$ cat src/hw/rtl/itp_pkg.sv
`timescale 1ns / 1ps
// ----------------------------------------------------------------------------
// itp_pkg: shared types and helpers for the infix-to-postfix converter
// Request and result structs, command classification and operator precedence.
// ----------------------------------------------------------------------------
package itp_pkg;

  // Characters with a special role
  localparam logic [7:0] CH_CARET = 8'h5E;  // '^'
  localparam logic [7:0] CH_STAR  = 8'h2A;  // '*'
  localparam logic [7:0] CH_SLASH = 8'h2F;  // '/'
  localparam logic [7:0] CH_PLUS  = 8'h2B;  // '+'
  localparam logic [7:0] CH_MINUS = 8'h2D;  // '-'
  localparam logic [7:0] CH_OPEN  = 8'h28;  // '('
  localparam logic [7:0] CH_CLOSE = 8'h29;  // ')'
  localparam logic [7:0] CH_NUL   = 8'h00;

  // Error flag bit positions
  localparam int unsigned ERR_OVERFLOW_BIT  = 0;
  localparam int unsigned ERR_UNMATCHED_BIT = 1;

  typedef struct packed {
    logic [7:0] symbol;
    logic       flush;
  } sym_in_t;

  typedef struct packed {
    logic [7:0] out_symbol;
    logic       is_terminator;
    logic [1:0] error_code;
    logic       last;
  } sym_out_t;

  typedef enum logic [2:0] {
    KIND_OPERAND,
    KIND_OPEN,
    KIND_CLOSE,
    KIND_OPER,
    KIND_FLUSH
  } kind_e;

  typedef struct packed {
    kind_e      kind;
    logic [7:0] sym;
    logic [1:0] prec;
  } cmd_t;

  typedef enum logic {
    BK_IDLE,
    BK_EXEC
  } back_state_e;

  function automatic logic [1:0] prec_of(logic [7:0] c);
    logic [1:0] p;
    if (c == CH_CARET) begin
      p = 2'd3;
    end else if (c == CH_STAR || c == CH_SLASH) begin
      p = 2'd2;
    end else if (c == CH_PLUS || c == CH_MINUS) begin
      p = 2'd1;
    end else begin
      p = 2'd0;
    end
    return p;
  endfunction

  function automatic logic is_operand(logic [7:0] c);
    return (c >= 8'h61 && c <= 8'h7A) || (c >= 8'h41 && c <= 8'h5A) ||
           (c >= 8'h30 && c <= 8'h39);
  endfunction

  function automatic cmd_t classify(sym_in_t req);
    cmd_t cmd;
    cmd.sym  = req.symbol;
    cmd.prec = prec_of(req.symbol);
    if (req.flush) begin
      cmd.kind = KIND_FLUSH;
    end else if (is_operand(req.symbol)) begin
      cmd.kind = KIND_OPERAND;
    end else if (req.symbol == CH_OPEN) begin
      cmd.kind = KIND_OPEN;
    end else if (req.symbol == CH_CLOSE) begin
      cmd.kind = KIND_CLOSE;
    end else begin
      cmd.kind = KIND_OPER;
    end
    return cmd;
  endfunction

  function automatic sym_out_t make_out(logic [7:0] sym, logic term,
                                        logic [1:0] err, logic last);
    sym_out_t r;
    r.out_symbol    = sym;
    r.is_terminator = term;
    r.error_code    = err;
    r.last          = last;
    return r;
  endfunction

endpackage

$ cat src/hw/rtl/itp_front.sv
`timescale 1ns / 1ps
// ----------------------------------------------------------------------------
// itp_front: request intake
// Register one request per cycle unless stalled, classified into a stack command.
// ----------------------------------------------------------------------------
module itp_front (
  input  logic             clk_i,
  input  logic             rst_ni,
  input  logic             in_valid_i,
  output logic             in_stall_o,
  input  itp_pkg::sym_in_t in_data_i,
  output logic             cmd_valid_o,
  input  logic             cmd_ready_i,
  output itp_pkg::cmd_t    cmd_o
);

  logic          valid_q, valid_d;
  itp_pkg::cmd_t cmd_q;
  logic          accept;

  // Stall only while the held command cannot move into the queue
  assign in_stall_o = valid_q && !cmd_ready_i;
  assign accept     = in_valid_i && !in_stall_o;

  always_comb begin
    valid_d = valid_q;
    if (accept) begin
      valid_d = 1'b1;
    end else if (cmd_ready_i) begin
      valid_d = 1'b0;
    end
  end

  always_ff @(posedge clk_i or negedge rst_ni) begin
    if (!rst_ni) begin
      valid_q <= 1'b0;
    end else begin
      valid_q <= valid_d;
    end
  end

  always_ff @(posedge clk_i) begin
    if (accept) begin
      cmd_q <= itp_pkg::classify(in_data_i);
    end
  end

  assign cmd_valid_o = valid_q;
  assign cmd_o       = cmd_q;

endmodule

$ cat src/hw/rtl/itp_queue.sv
`timescale 1ns / 1ps
// ----------------------------------------------------------------------------
// itp_queue: two-entry command queue
// Decouple the intake from the stack engine so each side stalls on its own.
// ----------------------------------------------------------------------------
module itp_queue (
  input  logic          clk_i,
  input  logic          rst_ni,
  input  logic          wr_valid_i,
  output logic          wr_ready_o,
  input  itp_pkg::cmd_t wr_data_i,
  output logic          rd_valid_o,
  input  logic          rd_ready_i,
  output itp_pkg::cmd_t rd_data_o
);

  itp_pkg::cmd_t entry_q [2];
  logic          wp_q, wp_d;
  logic          rp_q, rp_d;
  logic [1:0]    fill_q, fill_d;
  logic          push, pop;

  assign wr_ready_o = (fill_q != 2'd2);
  assign rd_valid_o = (fill_q != 2'd0);
  assign push       = wr_valid_i && wr_ready_o;
  assign pop        = rd_valid_o && rd_ready_i;
  assign rd_data_o  = entry_q[rp_q];

  always_comb begin
    wp_d   = push ? ~wp_q : wp_q;
    rp_d   = pop ? ~rp_q : rp_q;
    fill_d = fill_q;
    if (push && !pop) begin
      fill_d = fill_q + 2'd1;
    end else if (pop && !push) begin
      fill_d = fill_q - 2'd1;
    end
  end

  always_ff @(posedge clk_i or negedge rst_ni) begin
    if (!rst_ni) begin
      wp_q   <= 1'b0;
      rp_q   <= 1'b0;
      fill_q <= 2'd0;
    end else begin
      wp_q   <= wp_d;
      rp_q   <= rp_d;
      fill_q <= fill_d;
    end
  end

  always_ff @(posedge clk_i) begin
    if (push) begin
      entry_q[wp_q] <= wr_data_i;
    end
  end

endmodule

$ cat src/hw/rtl/itp_back.sv
`timescale 1ns / 1ps
// ----------------------------------------------------------------------------
// itp_back: operator stack engine
// Execute one stack step per cycle while the output is free; drive the output register.
// ----------------------------------------------------------------------------
module itp_back #(
  parameter int unsigned STACK_DEPTH = 32
) (
  input  logic              clk_i,
  input  logic              rst_ni,
  input  logic              cmd_valid_i,
  output logic              cmd_ready_o,
  input  itp_pkg::cmd_t     cmd_i,
  output logic              out_valid_o,
  input  logic              out_stall_i,
  output itp_pkg::sym_out_t out_data_o
);

  localparam int unsigned AddrW = $clog2(STACK_DEPTH);
  localparam int unsigned CntW  = $clog2(STACK_DEPTH + 1);
  localparam logic [CntW-1:0] CntFull = CntW'(STACK_DEPTH);
  localparam logic [CntW-1:0] CntOne  = CntW'(1);
  localparam logic [CntW-1:0] CntTwo  = CntW'(2);

  // Full copy of the stack; top_q mirrors entry count-1, sub_q entry count-2
  logic [7:0]              stack_mem [STACK_DEPTH];
  logic [7:0]              sub_q;
  logic [7:0]              top_q, top_d;
  logic [CntW-1:0]         count_q, count_d;
  logic [1:0]              err_q, err_d;
  itp_pkg::back_state_e    st_q, st_d;
  itp_pkg::cmd_t           cur_q, cur_d;
  logic                    out_valid_q, out_valid_d;
  itp_pkg::sym_out_t       out_q, out_d;
  logic                    out_free;
  logic                    done;
  logic                    do_push, do_pop;
  logic                    mem_we;
  logic [AddrW-1:0]        wr_addr, rd_addr;
  logic                    pop_more;

  assign out_free = !out_valid_q || !out_stall_i;
  assign wr_addr  = count_q[AddrW-1:0];

  always_comb begin
    st_d        = st_q;
    cur_d       = cur_q;
    err_d       = err_q;
    out_valid_d = out_valid_q && out_stall_i;
    out_d       = out_q;
    cmd_ready_o = 1'b0;
    done        = 1'b0;
    do_push     = 1'b0;
    do_pop      = 1'b0;
    pop_more    = 1'b0;

    case (st_q)
      itp_pkg::BK_IDLE: begin
        done = 1'b1;
      end
      itp_pkg::BK_EXEC: begin
        case (cur_q.kind)
          itp_pkg::KIND_OPERAND: begin
            if (out_free) begin
              out_valid_d = 1'b1;
              out_d = itp_pkg::make_out(cur_q.sym, 1'b0, 2'd0, 1'b1);
              done  = 1'b1;
            end
          end
          itp_pkg::KIND_OPEN: begin
            do_push = 1'b1;
            done    = 1'b1;
          end
          itp_pkg::KIND_CLOSE: begin
            if (count_q == '0) begin
              // unmatched close paren: flag and stop
              err_d[itp_pkg::ERR_UNMATCHED_BIT] = 1'b1;
              done = 1'b1;
            end else if (top_q == itp_pkg::CH_OPEN) begin
              // drop the matching open paren silently
              do_pop = 1'b1;
              done   = 1'b1;
            end else if (out_free) begin
              // last emit when the next top is '(' or the stack runs dry
              pop_more    = (count_q != CntOne) && (sub_q != itp_pkg::CH_OPEN);
              out_valid_d = 1'b1;
              out_d  = itp_pkg::make_out(top_q, 1'b0, 2'd0, !pop_more);
              do_pop = 1'b1;
            end
          end
          itp_pkg::KIND_OPER: begin
            if (count_q != '0 && itp_pkg::prec_of(top_q) >= cur_q.prec) begin
              if (out_free) begin
                pop_more    = (count_q != CntOne) &&
                              (itp_pkg::prec_of(sub_q) >= cur_q.prec);
                out_valid_d = 1'b1;
                out_d  = itp_pkg::make_out(top_q, 1'b0, 2'd0, !pop_more);
                do_pop = 1'b1;
              end
            end else begin
              do_push = 1'b1;
              done    = 1'b1;
            end
          end
          itp_pkg::KIND_FLUSH: begin
            if (out_free) begin
              out_valid_d = 1'b1;
              if (count_q != '0) begin
                out_d  = itp_pkg::make_out(top_q, 1'b0, 2'd0, 1'b0);
                do_pop = 1'b1;
              end else begin
                out_d = itp_pkg::make_out(itp_pkg::CH_NUL, 1'b1, err_q, 1'b1);
                err_d = 2'd0;
                done  = 1'b1;
              end
            end
          end
          default: begin
            done = 1'b1;
          end
        endcase
      end
      default: begin
        st_d = itp_pkg::BK_IDLE;
      end
    endcase

    // Chain straight into the next queued command
    if (done) begin
      if (cmd_valid_i) begin
        cmd_ready_o = 1'b1;
        cur_d       = cmd_i;
        st_d        = itp_pkg::BK_EXEC;
      end else begin
        st_d = itp_pkg::BK_IDLE;
      end
    end
  end

  // Stack pointer, top cache and memory write
  always_comb begin
    top_d   = top_q;
    count_d = count_q;
    mem_we  = 1'b0;
    if (do_push) begin
      if (count_q < CntFull) begin
        mem_we  = 1'b1;
        top_d   = cur_q.sym;
        count_d = count_q + CntOne;
      end
    end else if (do_pop) begin
      top_d   = sub_q;
      count_d = count_q - CntOne;
    end
    if (count_d >= CntTwo) begin
      rd_addr = AddrW'(count_d - CntTwo);
    end else begin
      rd_addr = '0;
    end
  end

  always_ff @(posedge clk_i or negedge rst_ni) begin
    if (!rst_ni) begin
      st_q        <= itp_pkg::BK_IDLE;
      count_q     <= '0;
      err_q       <= 2'd0;
      out_valid_q <= 1'b0;
    end else begin
      st_q        <= st_d;
      count_q     <= count_d;
      err_q       <= (do_push && count_q == CntFull) ?
                     (err_d | 2'(1 << itp_pkg::ERR_OVERFLOW_BIT)) : err_d;
      out_valid_q <= out_valid_d;
    end
  end

  always_ff @(posedge clk_i) begin
    cur_q <= cur_d;
    top_q <= top_d;
    out_q <= out_d;
  end

  always_ff @(posedge clk_i) begin
    if (mem_we) begin
      stack_mem[wr_addr] <= cur_q.sym;
    end
    sub_q <= stack_mem[rd_addr];
  end

  assign out_valid_o = out_valid_q;
  assign out_data_o  = out_q;

  // --------------------------------------------------------------------------
  // Assertions
  // --------------------------------------------------------------------------
  a_count_bound : assert property (@(posedge clk_i) disable iff (!rst_ni)
    count_q <= CntFull)
    else $error("stack count above depth");

  a_count_step : assert property (@(posedge clk_i) disable iff (!rst_ni)
    ##1 (count_q == $past(count_q) || count_q == $past(count_q) + CntOne ||
         count_q == $past(count_q) - CntOne))
    else $error("stack count moved by more than one");

  a_term_last : assert property (@(posedge clk_i) disable iff (!rst_ni)
    out_valid_q && out_q.is_terminator |-> out_q.last && out_q.out_symbol == 8'd0)
    else $error("terminator without last or with nonzero symbol");

  a_plain_noerr : assert property (@(posedge clk_i) disable iff (!rst_ni)
    out_valid_q && !out_q.is_terminator |-> out_q.error_code == 2'd0)
    else $error("error code on a non-terminator result");

  a_term_clears : assert property (@(posedge clk_i) disable iff (!rst_ni)
    st_q == itp_pkg::BK_EXEC && cur_q.kind == itp_pkg::KIND_FLUSH &&
    count_q == '0 && out_free |=> err_q == 2'd0 && count_q == '0)
    else $error("flags not cleared after terminator");

endmodule

$ cat src/hw/rtl/infix_to_postfix_converter_core.sv
`timescale 1ns / 1ps
// ----------------------------------------------------------------------------
// infix_to_postfix_converter_core: shunting-yard infix to postfix converter
// Intake, two-entry command queue and operator stack engine.
// ----------------------------------------------------------------------------
// Usage:
//   Feed one ASCII character per request on the input channel (in_valid_i /
//   in_stall_o, payload in_data_i). Set flush to end an expression: the
//   stack is emptied and a terminator carrying the error code follows.
//   Results leave on the output channel (out_valid_o / out_stall_i,
//   payload out_data_o); last marks the final result of each request.
// Path: with nothing queued ahead of it, an operand request passes the intake
//   register, a queue entry, the engine command register and the output register.
// Throughput: the stack engine does one step per cycle while the output is
//   free. An operand, '(' or a push is one step; every popped operator is one
//   step, so an operator or ')' that pops k entries takes k+1 steps and a
//   flush takes k+1 steps including the terminator. The engine's single
//   stack port and output register set this rate; the queue hides short bursts.
// Reset: clears the stack count, error flags and all valid flags. The
//   stack memory itself is not cleared; only live entries are ever used.
// Output stall: hold the result register; the engine halts on its next
//   emit, the queue fills and then in_stall_o rises.
// ----------------------------------------------------------------------------
module infix_to_postfix_converter_core #(
  parameter int unsigned STACK_DEPTH = 32
) (
  input  logic              clk_i,
  input  logic              rst_ni,
  input  logic              in_valid_i,
  output logic              in_stall_o,
  input  itp_pkg::sym_in_t  in_data_i,
  output logic              out_valid_o,
  input  logic              out_stall_i,
  output itp_pkg::sym_out_t out_data_o
);

  // Front to queue
  logic          fq_valid, fq_ready;
  itp_pkg::cmd_t fq_cmd;
  // Queue to stack engine
  logic          qb_valid, qb_ready;
  itp_pkg::cmd_t qb_cmd;

  // Classify each accepted request into a stack command
  itp_front u_front (
    .clk_i       (clk_i),
    .rst_ni      (rst_ni),
    .in_valid_i  (in_valid_i),
    .in_stall_o  (in_stall_o),
    .in_data_i   (in_data_i),
    .cmd_valid_o (fq_valid),
    .cmd_ready_i (fq_ready),
    .cmd_o       (fq_cmd)
  );

  // Buffer commands so intake keeps moving while the engine pops
  itp_queue u_queue (
    .clk_i      (clk_i),
    .rst_ni     (rst_ni),
    .wr_valid_i (fq_valid),
    .wr_ready_o (fq_ready),
    .wr_data_i  (fq_cmd),
    .rd_valid_o (qb_valid),
    .rd_ready_i (qb_ready),
    .rd_data_o  (qb_cmd)
  );

  // Run the operator stack and emit postfix results
  itp_back #(
    .STACK_DEPTH (STACK_DEPTH)
  ) u_back (
    .clk_i       (clk_i),
    .rst_ni      (rst_ni),
    .cmd_valid_i (qb_valid),
    .cmd_ready_o (qb_ready),
    .cmd_i       (qb_cmd),
    .out_valid_o (out_valid_o),
    .out_stall_i (out_stall_i),
    .out_data_o  (out_data_o)
  );

endmodule

$ cat config.mk
export PLATFORM = sky130hd
export DESIGN_NAME = infix_to_postfix_converter_core
export DESIGN_NICKNAME = d
export VERILOG_FILES = /design/src/hw/rtl/itp_pkg.sv /design/src/hw/rtl/itp_front.sv /design/src/hw/rtl/itp_queue.sv /design/src/hw/rtl/itp_back.sv /design/src/hw/rtl/infix_to_postfix_converter_core.sv
export SDC_FILE = /design/constraint.sdc
export NUM_CORES = 1
export LEC_CHECK = 0
export BUFFER_PORTS_ARGS = -buffer_cell sky130_fd_sc_hd__buf_2
export CORE_ASPECT_RATIO = 1.1
export CORE_MARGIN = 3
export CORE_UTILIZATION = 45
export CTS_BUF_LIST = sky130_fd_sc_hd__clkbuf_4
export CTS_CLUSTER_DIAMETER = 30
export DETAILED_ROUTE_END_ITERATION = 10
export PLACE_DENSITY = 0.58
export SYNTH_ARGS = -nofsm -noshare
export SYNTH_HDL_FRONTEND = slang
export SYNTH_SLANG_ARGS = --single-unit
export TNS_END_PERCENT = 5
$ cat constraint.sdc
create_clock -name clk_i -period 6.6 [get_ports clk_i]
set_input_delay 1.32 -clock clk_i [delete_from_list [all_inputs] [get_ports clk_i]]
set_output_delay 1.32 -clock clk_i [all_outputs]
set_load 0.01 [all_outputs]
==> load_flow_metrics.sql, run 1 <==
INSERT INTO impl_metrics (metric_group, metric, value, unit) VALUES
('run_status', 'outcome', 'finished clean', ''),
('placement', 'detailed_place_hpwl', '22000', 'um'),
('logic_synthesis', 'synthesis.area', '14700', 'sq um'),
('global_routing', 'grt_max_degree', '50', ''),
('logic_synthesis', 'total_nets_after_synthesis', '1042', ''),
('finish', 'filler_cell_count', '2730', ''),
('setup_path', 'timing.critical_path.fanout_max', '18', ''),
('hold_path', 'worst_hold_startpoint', 'u_front.cmd_o[2]$_DFFE_PP_', ''),
('global_routing', 'wire_length_of_the_first_global_routing_pass', '53500', 'um'),
('global_routing', 'antenna_found_initial', '1', ''),
('setup_path', 'cp-start-kind', 'flop', ''),
('finish', 'multi_input_comb_area', '4060', 'sq um'),
('clock_network', 'buffers_from_clock_root_to_sink_at_most', '3', ''),
('floorplan', 'floorplan.rows', '68', ''),
('sta', 'fmax', '186', 'MHz'),
('sta', 'finalHoldViolCount', '0', ''),
('setup_path', 'worstPathArrival', '5.94', 'ns'),
('setup_path', 'reg2reg_from', 'u_back.top_q[7]$_DFFE_PP_', ''),
('hold_path', 'worst_hold_path_type', 'flop to flop', ''),
('global_routing', 'overflow', '0', ''),
('sta', 'timing.slew.headroom', '17.8', '%'),
('drt', 'avgRoutedWirePerCell', '22.0', 'um'),
('logic_synthesis', 'post_synthesis_register_bit_count', '351', ''),
('drt', 'drcViolationCount', '0', ''),
('floorplan', 'die_w', '179', 'um'),
('sta', 'timing_max_transition_violations_final', '0', ''),
('clock_network', 'h_tree_depth_reported_by_cts', '3', ''),
('hold_path', 'hold_path_depth', '0', ''),
('sta', 'finalWorstPathRequiredPeriod', '5.39', 'ns'),
('setup_path', 'timing.critical_path.required', '7.15', 'ns'),
('sta', 'setup_viol', '0', ''),
('clock_network', 'cts.reportedPaths.clkPinSlew', '0.07', 'ns'),
('finish', 'fin_nets', '1135', ''),
('global_routing', 'grt_util_all_layers', '20.4', '%'),
('sta', 'grt_setup_unrepaired', 'no', ''),
('setup_path', 'end_kind', 'flop', ''),
('drt', 'drt_first_iter_violations', '872', ''),
('clock_network', 'cts_setup_buffers', '0', ''),
('sta', 'finalCritPeriodShare', '81.7', '%'),
('logic_synthesis', 'syn_avg_cell_area', '14.5', 'sq um'),
('logic_synthesis', 'synth_cells', '1018', ''),
('clock_network', 'cts_hold_repair.buffers', '0', ''),
('logic_synthesis', 'yosysWarnings', '0', ''),
('logic_synthesis', 'ys_dominant_reg_cell', 'edfxtp_1', ''),
('placement', 'finalWeightedCongestion', '0.847', ''),
('setup_path', 'cp_class', 'flop to flop', ''),
('drt', 'drt-pass1-iter-count', '5', ''),
('clock_network', 'insertion_delay', '0.72', 'ns'),
('setup_path', 'timing.critical_path.from', 'u_back.top_q[7]$_DFFE_PP_', ''),
('job', 'max_cap_violations', '0', ''),
('finish', 'flow.area_growth_from_synthesis', '12.6', '%'),
('finish', 'drive_above_1_share', '22.1', '%'),
('placement', 'io_buffer_count', '26', ''),
('power', 'vdd_drop_max', '0.230', 'mV'),
('floorplan', 'core', '31800', 'sq um'),
('drt', 'drtAntennaViolNets', '0', ''),
('global_routing', 'first_global_vias', '9057', ''),
('logic_synthesis', 'number_of_flops_mapped_to_enable_cells_by_yosys', '328', ''),
('sta', 'worst-slew-pin-transition', '1.23', 'ns'),
('clock_network', 'cts_inserted_buffers', '92', ''),
('power', 'p_total', '8.02', 'mW'),
('sta', 'final.setup.tns', '0', 'ns'),
('finish', 'layout.area.seq', '10400', 'sq um'),
('clock_network', 'cts_tree', 'built', ''),
('setup_path', 'rr_worst_depth', '18', ''),
('floorplan', 'initial_utilization', '46.3', '%'),
('clock_network', 'clockRootBuffer', 'clkbuf_4', ''),
('drt', 'routed_via_density', '5.61', ''),
('power', 'p_per_area', '484', 'nW/um^2'),
('clock_network', 'cts_resized', '0', ''),
('drt', 'num_vias', '9005', ''),
('logic_synthesis', 'synth_cell_types', '69', ''),
('logic_synthesis', 'synth-async-reset-ratio', '4.27', '%'),
('drt', 'drt_wl_total', '35300', 'um'),
('floorplan', 'dieHeight', '196', 'um'),
('sta', 'timing.clock.skew', '0.0641', 'ns'),
('power', 'leakage', '5.75', 'nW'),
('floorplan', 'num_io_pins', '27', ''),
('clock_network', 'cts_num_sinks', '351', ''),
('floorplan', 'die_area', '34900', 'sq um'),
('logic_synthesis', 'ys_seq_area_share', '70.5', '%');
==> through the flow <==
step	hold slack (ns)	util (%)	area, sq um	setup WS (ns)	instances
floorplan	0.421	-	14700	2.07	1018
global placement	0.423	48.2	15300	1.36	1437
detailed placement	0.431	48.2	15300	1.31	1437
CTS	0.434	52.1	16600	1.26	1604
global route	0.450	52.1	16600	0.904	1606
finish	0.438	52.1	16600	1.21	1606
==> placed cells by master (no fill, tap or decap), types with 7 or more instances in the layout <==
| master | instances |
|---|---|
| edfxtp_1 | 328 |
| nand2_1 | 160 |
| clkbuf_4 | 138 |
| nor2_1 | 72 |
| mux2i_1 | 50 |
| a21oi_1 | 40 |
| o21ai_0 | 27 |
| buf_2 | 26 |
| a221oi_1 | 24 |
| buf_4 | 24 |
| mux2_2 | 23 |
| nand4_1 | 21 |
| clkinv_1 | 17 |
| mux4_2 | 16 |
| dfrtp_1 | 15 |
| inv_1 | 13 |
| o211ai_1 | 13 |
| o21ai_1 | 12 |
| a31oi_1 | 12 |
| ha_1 | 10 |
| a211o_1 | 9 |
| a22o_1 | 8 |
| a221o_1 | 8 |
| a21o_1 | 8 |
| dfxtp_1 | 8 |
| nand3_1 | 7 |
| nor2b_1 | 7 |
| clkinv_2 | 7 |
==> final cells by class <==
type / count / area share, %
Clock inverter: 29 / 1.21
Sequential cell: 351 / 62.6
Timing Repair Buffer: 50 / 1.87
Antenna cell: 2 / 0.0302
Tap cell: 420 / 3.17
Clock buffer: 138 / 6.25
Multi-Input combinational cell: 601 / 24.5
Inverter: 15 / 0.340
==> registers in the layout (all words and copies together) (netlist names) <==
register             flops
u_queue.wp_q             1
u_back.sub_q             8
u_back.cur_q            13
u_queue.fill_q           2
u_back.top_q             8
u_front.cmd_valid_o      1
u_queue.entry_q         26
u_back.count_q           6
u_back.err_q             2
u_back.out_data_o       12
u_queue.rp_q             1
u_front.cmd_o           13
u_back.stack_mem       256
u_back.st_q              1
u_back.out_valid_o       1
==> kinds of logic (layout without fill, tap and decap cells) <==
group                    after synthesis  count (layout)  synth area share [%]
flip-flops                           351             351                  70.5
other                                  0               2                     0
AO/OA/AOI/OAI                        181             181                  8.83
XOR/XNOR                               9               9                 0.535
adder cells (fa/ha/maj)               11              11                 0.934
multiplexers                          90              90                  7.70
buffers and inverters                 66             232                  1.95
AND/OR/NAND/NOR                      310             310                  9.56
==> critical path, stage by stage, from the launching register on <==
cell      delay [ns]
edfxtp_1        0.41
nor4b_1         0.44
and2_1          0.23
mux2i_1         0.08
mux2i_1         0.15
nand2_1         0.08
ha_1            0.30
nor3b_1         0.05
nor2_1          0.30
a2111o_1        0.54
nor2_1          0.10
a311o_1         0.37
a21oi_2         0.65
and2_1          0.24
buf_4           0.32
mux2i_1         0.29
nand4_1         0.14
a221oi_1        0.45
a31oi_1         0.07
==> power by group <==
part | switching (mW) | internal, mW
Sequential | 0.176 | 2.98
Clock | 0.853 | 1.08
Combinational | 1.92 | 1.01
==> cells in the mapped netlist, types with 15 or more instances <==
cell type  number  share of area [%]
edfxtp_1      328                 67
nand2_1       160                4.1
nor2_1         72                1.8
mux2i_1        50                3.4
a21oi_1        40                1.4
clkbuf_1       30               0.76
o21ai_0        27               0.92
a221oi_1       24                1.4
mux2_2         23                1.8
nand4_1        21               0.89
mux4_2         16                2.4
dfrtp_1        15                2.5
==> final timing paths <==
kind / to / slack, ns
worst max-delay path: u_back.sub_q[2]$_DFF_P_ / 1.21
worst min-delay path: u_queue.entry_q[0][2]$_DFFE_PP_ / 0.44
worst max register to register: u_back.sub_q[2]$_DFF_P_ / 1.21
worst min register to register: u_queue.entry_q[0][2]$_DFFE_PP_ / 0.44
max in group asynchronous: u_back.count_q[1]$_DFF_PN0_ / 5.77
min in group asynchronous: u_back.out_valid_o$_DFF_PN0_ / 0.53
==> metal layers <==
layer / track usage, % / vias up / share of wire (%)
met5: 0 / - / 0
met4: 7.42 / 0 / 2.7
met3: 5.30 / 58 / 6.5
met2: 32.6 / 323 / 49
met1: 27.0 / 4464 / 42
li1: - / 4160 / -
No activity file was read; power rests on OpenSTA's default activity.
==> inputs of run 2 (changes only) <==
--- a/config.mk
+++ b/config.mk
@@ -5,6 +5,7 @@
 export SDC_FILE = /design/constraint.sdc
 export NUM_CORES = 1
 export LEC_CHECK = 0
+export ABC_AREA = 1
 export BUFFER_PORTS_ARGS = -buffer_cell sky130_fd_sc_hd__buf_2
 export CORE_ASPECT_RATIO = 1.1
 export CORE_MARGIN = 3
==> constraint.sdc (replaced) <==
create_clock -name clk_i -period 5.3 [get_ports clk_i]
set_input_delay 1.06 -clock clk_i [delete_from_list [all_inputs] [get_ports clk_i]]
set_output_delay 1.06 -clock clk_i [all_outputs]
set_load 0.01 [all_outputs]
==> run 2 against run 1 <==
Compared with the run above:
- via count increased by 18%
- die area increased by 6.6%
- maximum frequency increased by 17%
- sequential share of layout area decreased by 2.9 points
- count of clock-buffer cells in the layout increased by 1
- non-clock buffer count decreased by 5
- global-route usage increased by 0.27 points
- routed wire length increased by 8.1%
- final area increased by 4.9%
- final cell count increased by 25%
- hold slack got worse by 0.17 ns
- worst setup slack got worse by 0.51 ns
==> load_flow_metrics.sql, run 2 <==
INSERT INTO impl_metrics (metric_group, metric, value, unit) VALUES
('logic_synthesis', 'total_nets_after_synthesis', '1440', ''),
('clock_network', 'insertion_delay', '0.72', 'ns'),
('setup_path', 'cp_class', 'flop to flop', ''),
('floorplan', 'die_w', '184', 'um'),
('sta', 'timing.clock.skew', '0.0353', 'ns'),
('logic_synthesis', 'synth_area_leaders', 'edfxtp_1, nand3_1, nand2_1', ''),
('sta', 'worst-slew-pin-transition', '1.16', 'ns'),
('setup_path', 'worstPathArrival', '5.20', 'ns'),
('drt', 'drt_first_iter_violations', '898', ''),
('floorplan', 'num_io_pins', '27', ''),
('job', 'max_cap_violations', '0', ''),
('sta', 'timing.slew.headroom', '22.4', '%'),
('finish', 'largest-register', 'u_back.stack_mem', ''),
('logic_synthesis', 'yosysWarnings', '0', ''),
('drt', 'routed_via_density', '5.32', ''),
('logic_synthesis', 'post_synthesis_register_bit_count', '351', ''),
('global_routing', 'use_met3', '4.27', '%'),
('global_routing', 'gr-max-usage-layer', 'met2', ''),
('sta', 'fmax', '218', 'MHz'),
('drt', 'avgRoutedWirePerCell', '19.0', 'um'),
('global_routing', 'grt_use_met1', '27.1', '%'),
('logic_synthesis', 'synthesis.area', '15700', 'sq um'),
('placement', 'finalWeightedCongestion', '0.858', ''),
('global_routing', 'wire_length_of_the_first_global_routing_pass', '58900', 'um'),
('logic_synthesis', 'synth_cells', '1416', ''),
('setup_path', 'path_buf_inv', '3', ''),
('drt', 'drtAntennaViolNets', '0', ''),
('floorplan', 'die_area', '37200', 'sq um'),
('global_routing', 'first_global_vias', '10469', ''),
('floorplan', 'floorplan.rows', '71', ''),
('clock_network', 'cts_inserted_buffers', '93', ''),
('placement', 'detailedPlace.worstSlack', '0.701', 'ns'),
('drt', 'drcViolationCount', '0', ''),
('setup_path', 'cp-start-kind', 'flop', ''),
('hold_path', 'worst_hold_path_type', 'primary input to async pin', ''),
('setup_path', 'worst_r2r_endpoint', 'u_back.sub_q[2]$_DFF_P_', ''),
('sta', 'final.setup.tns', '0', 'ns'),
('setup_path', 'crit_top_cell', 'nand2_1', ''),
('drt', 'num_vias', '10651', ''),
('run_status', 'outcome', 'finished clean', ''),
('setup_path', 'rrSetupSlack', '0.70', 'ns'),
('setup_path', 'longest_individual_stage_delay_on_the_worst_path', '0.53', 'ns'),
('clock_network', 'buffers_from_clock_root_to_sink_at_most', '3', ''),
('placement', 'detailed_place_hpwl', '23300', 'um'),
('setup_path', 'timing.critical_path.fanout_max', '32', ''),
('clock_network', 'cts_resized', '0', ''),
('placement', 'io_buffer_count', '26', ''),
('logic_synthesis', 'number_of_flops_mapped_to_enable_cells_by_yosys', '328', ''),
('sta', 'grt_setup_unrepaired', 'no', ''),
('setup_path', 'timing.critical_path.required', '5.91', 'ns'),
('logic_synthesis', 'synth_largest_type_area_fraction', '62.6', '%'),
('clock_network', 'cts_setup_buffers', '0', ''),
('global_routing', 'met2_usage', '34.3', '%'),
('clock_network', 'clockRootBuffer', 'clkbuf_4', ''),
('finish', 'fin_nets', '1512', ''),
('clock_network', 'cts_tree', 'built', ''),
('setup_path', 'reg2reg_from', 'u_back.top_q[0]$_DFFE_PP_', ''),
('sta', 'timing_max_transition_violations_final', '0', ''),
('setup_path', 'ordered_list_of_cells_on_the_worst_path', 'inv_1, nand4_1, nor4_1, a31oi_1, ha_1, nand2_1, nand3_1, nand2_2, nand2_2, nand2_4, nand2_2, nor3_1, nor2_1, nand2_4, ha_1, clkinv_1, nand2_4, inv_2, nand3_1, nand3_1, nand2_1, nand2_1, nand2_1', ''),
('global_routing', 'grt_max_degree', '135', ''),
('logic_synthesis', 'post-synth-top-area-cell', 'edfxtp_1', ''),
('finish', 'final_cell_mix', 'edfxtp_1, nand3_1, nand2_1, inv_1, clkbuf_4', ''),
('sta', 'crit_path_setup_slack_layout', '0.704', 'ns'),
('setup_path', 'rr_worst_depth', '23', ''),
('logic_synthesis', 'synth_cell_types', '45', ''),
('finish', 'postLayoutCoreUtil', '50.6', '%'),
('sta', 'setup_viol', '0', ''),
('logic_synthesis', 'commonest_cells_in_the_netlist', 'edfxtp_1, nand3_1, nand2_1', ''),
('finish', 'drive_above_1_share', '17.7', '%'),
('clock_network', 'cts_hold_repair.buffers', '0', ''),
('setup_path', 'critPathTopFamily', 'simple AND/OR/NAND/NOR gates', ''),
('logic_synthesis', 'ys_dominant_reg_cell', 'edfxtp_1', ''),
('clock_network', 'h_tree_depth_reported_by_cts', '3', ''),
('clock_network', 'cts.reportedPaths.clkPinSlew', '0.07', 'ns'),
('global_routing', 'overflow', '0', ''),
('setup_path', 'crit_path_max_delay_cell_type', 'inv_2', ''),
('floorplan', 'initial_utilization', '45.8', '%'),
('sta', 'finalWorstPathRequiredPeriod', '4.60', 'ns'),
('drt', 'drt_wl_total', '38100', 'um'),
('logic_synthesis', 'count_leader_synth', 'edfxtp_1', ''),
('clock_network', 'cts_num_sinks', '351', ''),
('logic_synthesis', 'synth-async-reset-ratio', '4.27', '%'),
('finish', 'mostFrequentLayoutCell', 'edfxtp_1', ''),
('finish', 'max_ffs_per_register', '256', ''),
('finish', 'flow.area_growth_from_synthesis', '10.6', '%'),
('logic_synthesis', 'syn_avg_cell_area', '11.1', 'sq um'),
('global_routing', 'grt_util_all_layers', '20.7', '%'),
('sta', 'finalHoldViolCount', '0', ''),
('finish', 'top_regs', 'u_back.stack_mem: 256 flops, u_queue.entry_q: 26 flops', ''),
('sta', 'finalCritPeriodShare', '86.7', '%'),
('floorplan', 'dieHeight', '202', 'um'),
('global_routing', 'antenna_found_initial', '2', ''),
('floorplan', 'core', '34400', 'sq um'),
('drt', 'drt-pass1-iter-count', '5', ''),
('logic_synthesis', 'ys_seq_area_share', '66.0', '%'),
('setup_path', 'end_kind', 'flop', '');
==> run 2: cell types whose count changed in the layout (fill, tap and decap cells not counted), sizes merged, moves of 13 or more <==
cell,before,now
nand3,7,256
inv,16,197
nand2,160,241
mux2i,51,0
or2,3,49
a21oi,41,9
o2111ai,3,32
nand3b,5,33
a221oi,24,0
mux2,23,0
nor2,73,94
mux4,16,0
nand4,21,6
o211ai,13,0
==> run 2: kinds of logic after synthesis <==
group / Yosys count / share of synthesized area [%]
adders and majority gates: 11 / 0.875
buffers and inverters: 264 / 7.37
DFF: 351 / 66.0
and+or+nand+nor: 694 / 21.5
xor gates and xnor gates: 7 / 0.390
AOI/OAI and AO/OA: 89 / 3.89
==> run 2: worst max path at each step <==
stage	startpoint	end	slack, ns	cells past startpoint
after floorplan	u_back.top_q[0]$_DFFE_PP_	u_back.sub_q[5]$_DFF_P_	1.83	25
after global placement	u_back.top_q[0]$_DFFE_PP_	u_back.sub_q[3]$_DFF_P_	0.75	24
after detailed placement	u_back.top_q[0]$_DFFE_PP_	u_back.sub_q[4]$_DFF_P_	0.70	26
after CTS	u_back.top_q[0]$_DFFE_PP_	u_back.sub_q[4]$_DFF_P_	0.70	26
after global routing	u_back.top_q[0]$_DFFE_PP_	u_back.sub_q[4]$_DFF_P_	0.13	26
final	u_back.top_q[0]$_DFFE_PP_	u_back.sub_q[2]$_DFF_P_	0.70	23
==> run 2: metal layers <==
layer | share of wire (%) | up-vias
met4 | 2.4 | 0
met5 | 0 | -
met2 | 49 | 340
met3 | 6.3 | 71
li1 | - | 5100
met1 | 42 | 5140
==> run 2: cell type report <==
| cell class | instances | area (sq um) |
|---|---|---|
| Tap cell | 438 | 548 |
| Clock buffer | 139 | 1040 |
| Fill cell | 3121 | 17000 |
| Antenna cell | 2 | 5.00 |
| Inverter | 196 | 737 |
| Multi-Input combinational cell | 801 | 4190 |
| Clock inverter | 30 | 173 |
| Sequential cell | 351 | 10400 |
| Timing Repair Buffer | 45 | 310 |
==> run 2: worst reg2reg max path, cell delays in order, from the launching register on <==
cell and delay, ns:
edfxtp_1 0.43, inv_1 0.12, nand4_1 0.08, nor4_1 0.28, a31oi_1 0.12, ha_1 0.29, nand2_1 0.05, nand3_1 0.09
nand2_2 0.08, nand2_2 0.10, nand2_4 0.07, nand2_2 0.28, nor3_1 0.08, nor2_1 0.18, nand2_4 0.26, ha_1 0.39
clkinv_1 0.21, nand2_4 0.22, inv_2 0.54, nand3_1 0.32, nand3_1 0.17, nand2_1 0.06, nand2_1 0.05, nand2_1 0.06
==> run 2: through the flow <==
step                      hold WS [ns]  cell area [sq um]  instances
final                            0.265              17400       2002
after floorplan                  0.421              15700       1416
after detailed placement         0.431              16200       1831
after global placement           0.423              16200       1831
after global routing             0.220              17400       2002
after CTS                        0.197              17400       2000
Power of run 2 is not shown: default switching activity piles up to over one toggle a cycle in this logic, so the estimate is an artifact.
